<file path="config.mk">
export PLATFORM = sky130hd
export DESIGN_NAME = deq_ctrl
export DESIGN_NICKNAME = d
export VERILOG_FILES = /design/src/sv/deq_pkg.sv /design/src/sv/deq_ctrl.sv
export SDC_FILE = /design/constraint.sdc
export NUM_CORES = 1
export LEC_CHECK = 0
export BUFFER_PORTS_ARGS = -buffer_cell sky130_fd_sc_hd__buf_2
export CAP_MARGIN = 30
export CORE_AREA = 2 2 39 41
export DETAILED_ROUTE_END_ITERATION = 6
export DIE_AREA = 0 0 41 43
export PLACE_DENSITY = 0.36
export SLEW_MARGIN = 20
export SYNTH_ARGS = -nofsm -noshare
export SYNTH_HDL_FRONTEND = slang
export SYNTH_SLANG_ARGS = --single-unit
export TNS_END_PERCENT = 10
</file>
<file path="constraint.sdc">
create_clock -name clock -period 1.5 [get_ports clock]
set_input_delay 0.15 -clock clock [delete_from_list [all_inputs] [get_ports clock]]
set_output_delay 0.15 -clock clock [all_outputs]
set_load 0.01 [all_outputs]
</file>
<file path="src/sv/deq_pkg.sv">
// deq_pkg: shared constants, request kind and status codes, and the
// controller-to-datapath command type for the double-ended queue
// no dependencies
package deq_pkg;

   localparam int DEPTH_DEFAULT = 128;

   localparam int KIND_W   = 2;
   localparam int WORD_W   = 32;
   localparam int STATUS_W = 2;
   localparam int OCC_W    = 8;

   localparam logic [KIND_W-1:0] KIND_PUSH_FRONT = 2'd0;
   localparam logic [KIND_W-1:0] KIND_PUSH_REAR  = 2'd1;
   localparam logic [KIND_W-1:0] KIND_POP_FRONT  = 2'd2;
   localparam logic [KIND_W-1:0] KIND_POP_REAR   = 2'd3;

   localparam logic [STATUS_W-1:0] STATUS_OK        = 2'd0;
   localparam logic [STATUS_W-1:0] STATUS_OVERFLOW  = 2'd1;
   localparam logic [STATUS_W-1:0] STATUS_UNDERFLOW = 2'd2;

   // underflow result word (all ones, -1)
   localparam logic [WORD_W-1:0] WORD_UNDERFLOW = '1;

   typedef struct packed {
      logic load;   // capture the accepted request
      logic exec;   // update pointers, count and store
      logic fill;   // load the result register
   } deq_cmd_type;

endpackage

</file>
<file path="src/sv/deq_ctrl.sv">
// deq_ctrl: sequencer for one request at a time through the datapath
// depends on deq_pkg
module deq_ctrl (
   input  logic                 clock,
   input  logic                 reset,
   input  logic                 req_valid,
   input  logic                 rsp_ready,
   output logic                 req_ready,
   output logic                 rsp_valid,
   output deq_pkg::deq_cmd_type cmd
);

   localparam logic [1:0] ST_IDLE = 2'd0;
   localparam logic [1:0] ST_EXEC = 2'd1;
   localparam logic [1:0] ST_FILL = 2'd2;
   localparam logic [1:0] ST_OUT  = 2'd3;

   logic [1:0] state_ff;
   logic [1:0] state_in;

   always_comb begin
      state_in = state_ff;
      case (state_ff)
         ST_IDLE: begin
            if (req_valid) state_in = ST_EXEC;
         end
         ST_EXEC: begin
            state_in = ST_FILL;
         end
         ST_FILL: begin
            state_in = ST_OUT;
         end
         ST_OUT: begin
            if (rsp_ready) state_in = ST_IDLE;
         end
         default: begin
            state_in = ST_IDLE;
         end
      endcase
   end

   always_ff @(posedge clock) begin
      if (reset) begin
         state_ff <= ST_IDLE;
      end else begin
         state_ff <= state_in;
      end
   end

   assign req_ready = (state_ff == ST_IDLE);
   assign rsp_valid = (state_ff == ST_OUT);
   assign cmd.load  = (state_ff == ST_IDLE) && req_valid;
   assign cmd.exec  = (state_ff == ST_EXEC);
   assign cmd.fill  = (state_ff == ST_FILL);

endmodule

</file>
* After elaboration in Yosys (flattened, before gate mapping)
Index checks and enable logic that the tools add are counted.
** Cells by class
- Reductions and logical operators :: 3
- Mux-type cells :: 3
- Eq/ne operators :: 5
** Operators by type and width (count)
- $pmux W2 S4 :: 1
- $eq A2 B2 Y1 const B :: 2
- $mux W2 :: 2
- $ne A2 B2 Y1 const B :: 2
- $eq A2 B1 Y1 const B :: 1
- $logic_not A2 Y1 :: 1
- $reduce_and A2 Y1 :: 1
- $logic_and A1 B1 Y1 :: 1
** Word-level totals
- Output and inout port bits :: 5
- Bits in registers :: 2
- Bits of input ports :: 4

* Depth between registers and ports, before layout
Gate-level depths: netlist of the first run.
- Word-level depth :: 3
- Gate-level depth with buffers :: 4
- Depth with buffers taken out :: 4

* Worst setup path before layout of the first run
No wires, ideal clock.
- Path type :: register to register
- From :: register state_ff[0]
- To :: register state_ff[0]
- Slack :: 0.236 ns
- Buffers on the path :: 0
- Arrival :: 1.148 ns
- Cell stages (with the launch flop) :: 5
- Cell sequence :: dfxtp_1 inv_1 ha_1 or3_1 o211a_1
** On the way
- Word-level cells in the longest chain between the ends :: 3
- Elaborated cells between the ends (all ways) :: 8
** RTL lines
- from (decl) :: line deq_ctrl.sv:18 : logic [1:0] state_ff;
- from (signal assigned) :: line deq_ctrl.sv:46 : state_ff <= state_in;
- $logic_not A2 Y1 (*)
- via req_ready :: line deq_ctrl.sv:8 : output logic req_ready,
- $ne A2 B2 Y1 (no source line)
- $reduce_and A2 Y1 (no source line)
The timed path passes the listed nets; every way through them passes the cells marked *.
A chain may end at the register's enable or synchronous reset.

==> metrics, run 1 <==
Total GRT Usage=between 5 and 6%; clk sinks=2; Post-DP Area=between 200 and 250 sq um; sequential-to-total area share from yosys stat=24.4%; post-synth net total=26; worst-path fanout max=4; outcome=finished clean; fin crit share=between 80 and 90%; max reg flops=2; MaxCap Viol Count=0; hold crit path type=in2reg; clock network power share=between 20 and 30%; buffers inserted by post-CTS timing repair=0; iteration count of the initial detailed-routing pass=2; share of layout cells above drive strength 1=41.4%; yosys warns=0; Site Rows=14; clk_lat worst skew=approximately 0.22 ns; post-layout util=about 18%; unrepaired setup endpoints after global routing=false; IO Port Bufs=8; Via-to-Cell Ratio=around 3.3; top-area cell type share of the netlist area=between 30 and 40%; Post-Layout Cell Count=45; clock-pin transition on the worst setup and hold timing paths=0.03 ns; largest net degree at the start of global routing=5; CP required=1.35 ns; R2R depth=4; area delta synth->final=50.4%; Max Freq=760 MHz; register share of total power=23.9%; DRT iter0 DRCs=3; GRT overflow=0; LEAKAGE=0.141 nW; Routed WL=just over 300 um; post-route cell area=246 sq um; WL per Instance=6.84 um; drt drc=0; Chip Width=41 um; most frequent cells in the layout=buf_2, inv_1, ha_1; # H-tree levels=1; Top reg by flops=state_ff; Mapped Area=164 sq um; n_diodes=0; number of global-route vias before repair=about 130; post-route ant nets=0; Yosys top cell by area=ha_1; fin. max-slew vios=0; kind of critical path=reg2out; Comb power frac=46.9%; VDD IR max=0.000348 V; crit end category=output port; Sum Neg Setup Slack=0 ns; Cells after Synth=18; Clock Path Buffers=2; post-CTS resize count=0; critical path data arrival time=approximately 1.2 ns; number of I/O pins=9; first-pass GRT wire length=503 um; routed vias=150; GRT met3 Usage=6.28%; Avg Cell Area, Syn=9.11 sq um; met2 GRT Util=4.69%; CTS Root Cell=clkbuf_4; die height=around 43 um; crit start category=flip-flop; synth unique cells=10; WHS Path Cells=3; Net Sw Frac=a little over a third; Worst Skew=0.000989 ns; CTS tree=yes; met1 Resource Use GR=4.79%; die area=about 1800 sq um; Layout Nets=39; Int Pwr=0.252 mW; Least-Margin Pin Slew=0.232 ns; Final Hold Fails=0; Switching Power=0.145 mW; synth top area cells=ha_1, dfxtp_1, inv_1, nor2b_4, mux2i_1; post-layout min period=1.32 ns; cts hold-fix bufs=0; core footprint=1380 sq um; GRT Max-Usage Layer=met3; Yosys reg bits=2; biggest regs=state_ff: 2 flops; R2R Setup Slk=roughly 0.21 ns; setup violators final=0; Pwr Density=1610 nW/um^2; Inst Count DP=42; Pwr Total=between 0.3 and 0.4 mW; Initial Util=11.8%; initial antenna violation count=0; most common cell after layout, fill and taps aside=buf_2; cts bufs inserted=3; slew margin rel.=between 80 and 90%; gpl congestion=about 0.6
-- cells in the mapped netlist --
cell / count
mux2i_1: 1
or3_1: 1
dfxtp_1: 2
inv_1: 4
o211a_1: 1
a21oi_1: 1
nor2b_4: 1
nand2_1: 2
and2_1: 1
ha_1: 4
-- power by group through the flow --
stage	Sequential [mW]	Combinational [mW]	Clock (mW)
2_1_floorplan	0.0897	0.134	0
3_3_place_gp	0.0952	0.191	0
3_5_place_dp	0.0958	0.189	0
4_1_cts	0.0950	0.190	0.125
5_1_grt	0.0982	0.219	0.133
6_report	0.0950	0.186	0.115
-- cell type report --
cell class	instances	area, sq um
Tap cell	16	20.0
Sequential cell	2	40.0
Clock buffer	3	22.5
Fill cell	155	1140
Timing Repair Buffer	8	40.0
Inverter	4	15.0
Multi-Input combinational cell	12	109
-- routing by layer --
layer,up-vias,wire length (um)
li1,79,-
met1,62,160
met2,9,97
met3,0,50
met4,0,0
met5,-,0
-- cell families (layout without fill, tap and decap cells) --
| logic type | Yosys count | after routing | synth area share [%] |
|---|---|---|---|
| AOI/OAI and AO/OA | 2 | 2 | 9.16 |
| adders and majority gates | 4 | 4 | 30.5 |
| buffers and inverters | 4 | 15 | 9.16 |
| DFF | 2 | 2 | 24.4 |
| muxes | 1 | 1 | 6.11 |
| and+or+nand+nor | 5 | 5 | 20.6 |
-- path summary, 6_finish.rpt --
| path | startpoint | endpoint |
|---|---|---|
| max | state_ff[0] | cmd[2] |
| min | reset | state_ff[0] |
| max reg2reg | state_ff[0] | state_ff[0] |
| min reg2reg | state_ff[1] | state_ff[1] |
-- per-stage QoR --
step	setup slack (ns)	hold WS [ns]
6_report	0.183	0.205
5_1_grt	0.0782	0.202
4_1_cts	0.162	0.195
3_5_place_dp	0.212	0.434
3_3_place_gp	0.225	0.428
2_1_floorplan	0.236	0.330
-- critical path, stage by stage (launching register included) --
cell,delay (ns)
dfxtp_1,0.37
inv_1,0.08
ha_1,0.23
and2_1,0.14
buf_2,0.13
Note: power is estimated with default switching activity, not from simulation.
==> run 2, diff against run 1 <==
--- a/config.mk
+++ b/config.mk
@@ -13,2 +13,3 @@
 export PLACE_DENSITY = 0.36
+export RECOVER_POWER = 25
 export SLEW_MARGIN = 20
==> constraint.sdc (replaced) <==
create_clock -name clock -period 1.5 [get_ports clock]
set_input_delay 0.075 -clock clock [delete_from_list [all_inputs] [get_ports clock]]
set_output_delay 0.075 -clock clock [all_outputs]
set_load 0.01 [all_outputs]
==> run 2 against run 1 <==
Critical path depth stayed put. Worst setup slack improved by 0.023 ns. Combinational power about the same.
==> metrics, run 2 (synthesis gave the netlist of run 1 again) <==
outcome=finished clean; kind of critical path=reg2reg; Worst Skew=0.000387 ns (-0.000602 ns); post-layout util=17.7% (-0.090 points); post-route ant nets=0 (unchanged); Post-DP Area=224 sq um (unchanged); Final Worst Setup Slack=0.206 ns (+0.0229 ns); critical path's slowest cell=or3_1; core footprint=1380 sq um (unchanged); CP bufs+invs=1 (-1); max reg flops=2 (unchanged); clk_lat worst skew=0.22 ns (about the same); post-placement worst setup slack=0.212 ns (unchanged); unrepaired setup endpoints after global routing=false; Reg area=40.0 sq um (unchanged); Max Freq=773 MHz (+1.8%); initial antenna violation count=0 (unchanged); cts bufs inserted=3 (unchanged); most frequent cells in the layout=buf_2, inv_1, ha_1; number of I/O pins=9 (unchanged); Routed WL=307 um (-0.32%); area of the multi-input gates=109 sq um (unchanged); Layout Nets=39 (unchanged); most common cell after layout, fill and taps aside=buf_2; Via-to-Cell Ratio=3.33 (unchanged); drt drc=0 (unchanged); Site Rows=14 (unchanged); biggest regs=state_ff: 2 flops; n_diodes=0 (unchanged); fin. max-slew vios=0 (unchanged); post-layout min period=1.29 ns (-0.0229 ns); CP max stage delay=0.38 ns (about the same); Pwr Density=1620 nW/um^2 (+0.48%); crit end category=flip-flop; Chip Width=41 um (unchanged); Least-Margin Pin Slew=0.228 ns (-0.00455 ns); worst-path fanout max=4 (unchanged); # fillers=156 (+0.65%); first-pass GRT wire length=503 um (unchanged); # H-tree levels=1 (unchanged); setup violators final=0 (unchanged); VDD IR max=0.000350 V (+0.56%); Total GRT Usage=5.11% (unchanged); Pwr Total=0.397 mW (about the same); die height=43 um (unchanged); die area=1760 sq um (unchanged); DRT iter0 DRCs=3 (unchanged); clock-pin transition on the worst setup and hold timing paths=0.03 ns (about the same); fin crit share=86.2% (-1.5 points); CTS Root Cell=clkbuf_4; area delta synth->final=49.6%; Cell Chain, Critical Path=inv_1, ha_1, or3_1, o211a_1; MaxCap Viol Count=0 (unchanged); iteration count of the initial detailed-routing pass=3 (+1); Sum Neg Setup Slack=0 ns (unchanged); slew margin rel.=84.8% (+0.30 points); CP required=1.61 ns (+0.26 ns); post-CTS resize count=0 (unchanged); LEAKAGE=0.136 nW (-3.1%); critical path data arrival time=1.40 ns (+0.23 ns); CTS tree=yes; routed vias=150 (unchanged); number of global-route vias before repair=131 (unchanged); IO Port Bufs=8 (unchanged); share of layout cells above drive strength 1=37.9% (-3.4 points); Top reg by flops=state_ff; hold crit path type=in2reg; WL per Instance=6.82 um (-0.32%); largest net degree at the start of global routing=5 (unchanged); Final Hold Fails=0 (unchanged); gpl congestion=0.607 (unchanged); buffers inserted by post-CTS timing repair=0 (unchanged); Clock Path Buffers=2 (unchanged); post-route cell area=245 sq um (-0.51%); crit start category=flip-flop; GRT overflow=0 (unchanged); Top delay family on crit path=simple AND/OR/NAND/NOR gates; cts hold-fix bufs=0 (unchanged); clk sinks=2 (unchanged); Initial Util=11.8% (unchanged)
-- run 2: cell types whose count changed in the layout (fill, tap and decap cells not counted), sizes merged --
| cell | previous run | this run |
|---|---|---|
| clkbuf | 3 | 4 |
| buf | 8 | 7 |
-- run 2: tightest hold or removal path, stage by stage --
cell,delay (ns)
buf_2,0.07
inv_1,0.05
o211a_1,0.10
-- run 2: stage by stage --
stage / hold slack, ns / cells
after floorplan: 0.255 / 18
after CTS: 0.120 / 45
final: 0.130 / 45
after global placement: 0.353 / 42
after global routing: 0.127 / 45
after detailed placement: 0.359 / 42
-- run 2: where the power goes --
part           total (mW)  leakage [nW]  internal (mW)  switching, mW
logic               0.186         0.106         0.0896         0.0961
registers          0.0949        0.0166         0.0735         0.0214
clock network       0.116        0.0138         0.0880         0.0280
total               0.397         0.136          0.251          0.145
-- run 2: worst paths after layout --
kind               start     endpoint  slack (ns)  depth (start not counted)
max          state_ff[0]  state_ff[0]        0.21                          4
min                reset  state_ff[0]        0.13                          3
max reg2reg  state_ff[0]  state_ff[0]        0.21                          4
min reg2reg  state_ff[1]  state_ff[1]        0.50                          2
-- run 2: area by class of cell --
type,instances,area share [%]
clock buffer,3,9.18
inverter,4,6.12
multi-input combinational,12,44.4
sequential,2,16.3
tap,16,8.16
timing repair buffer,8,15.8
-- run 2: per-layer routing --
metal	wire (um)	GRT usage, %	vias to the layer above
li1	-	-	79
met1	161	4.79	62
met2	95	4.69	9
met3	51	6.28	0
met4	0	6.00	0
met5	0	0	-
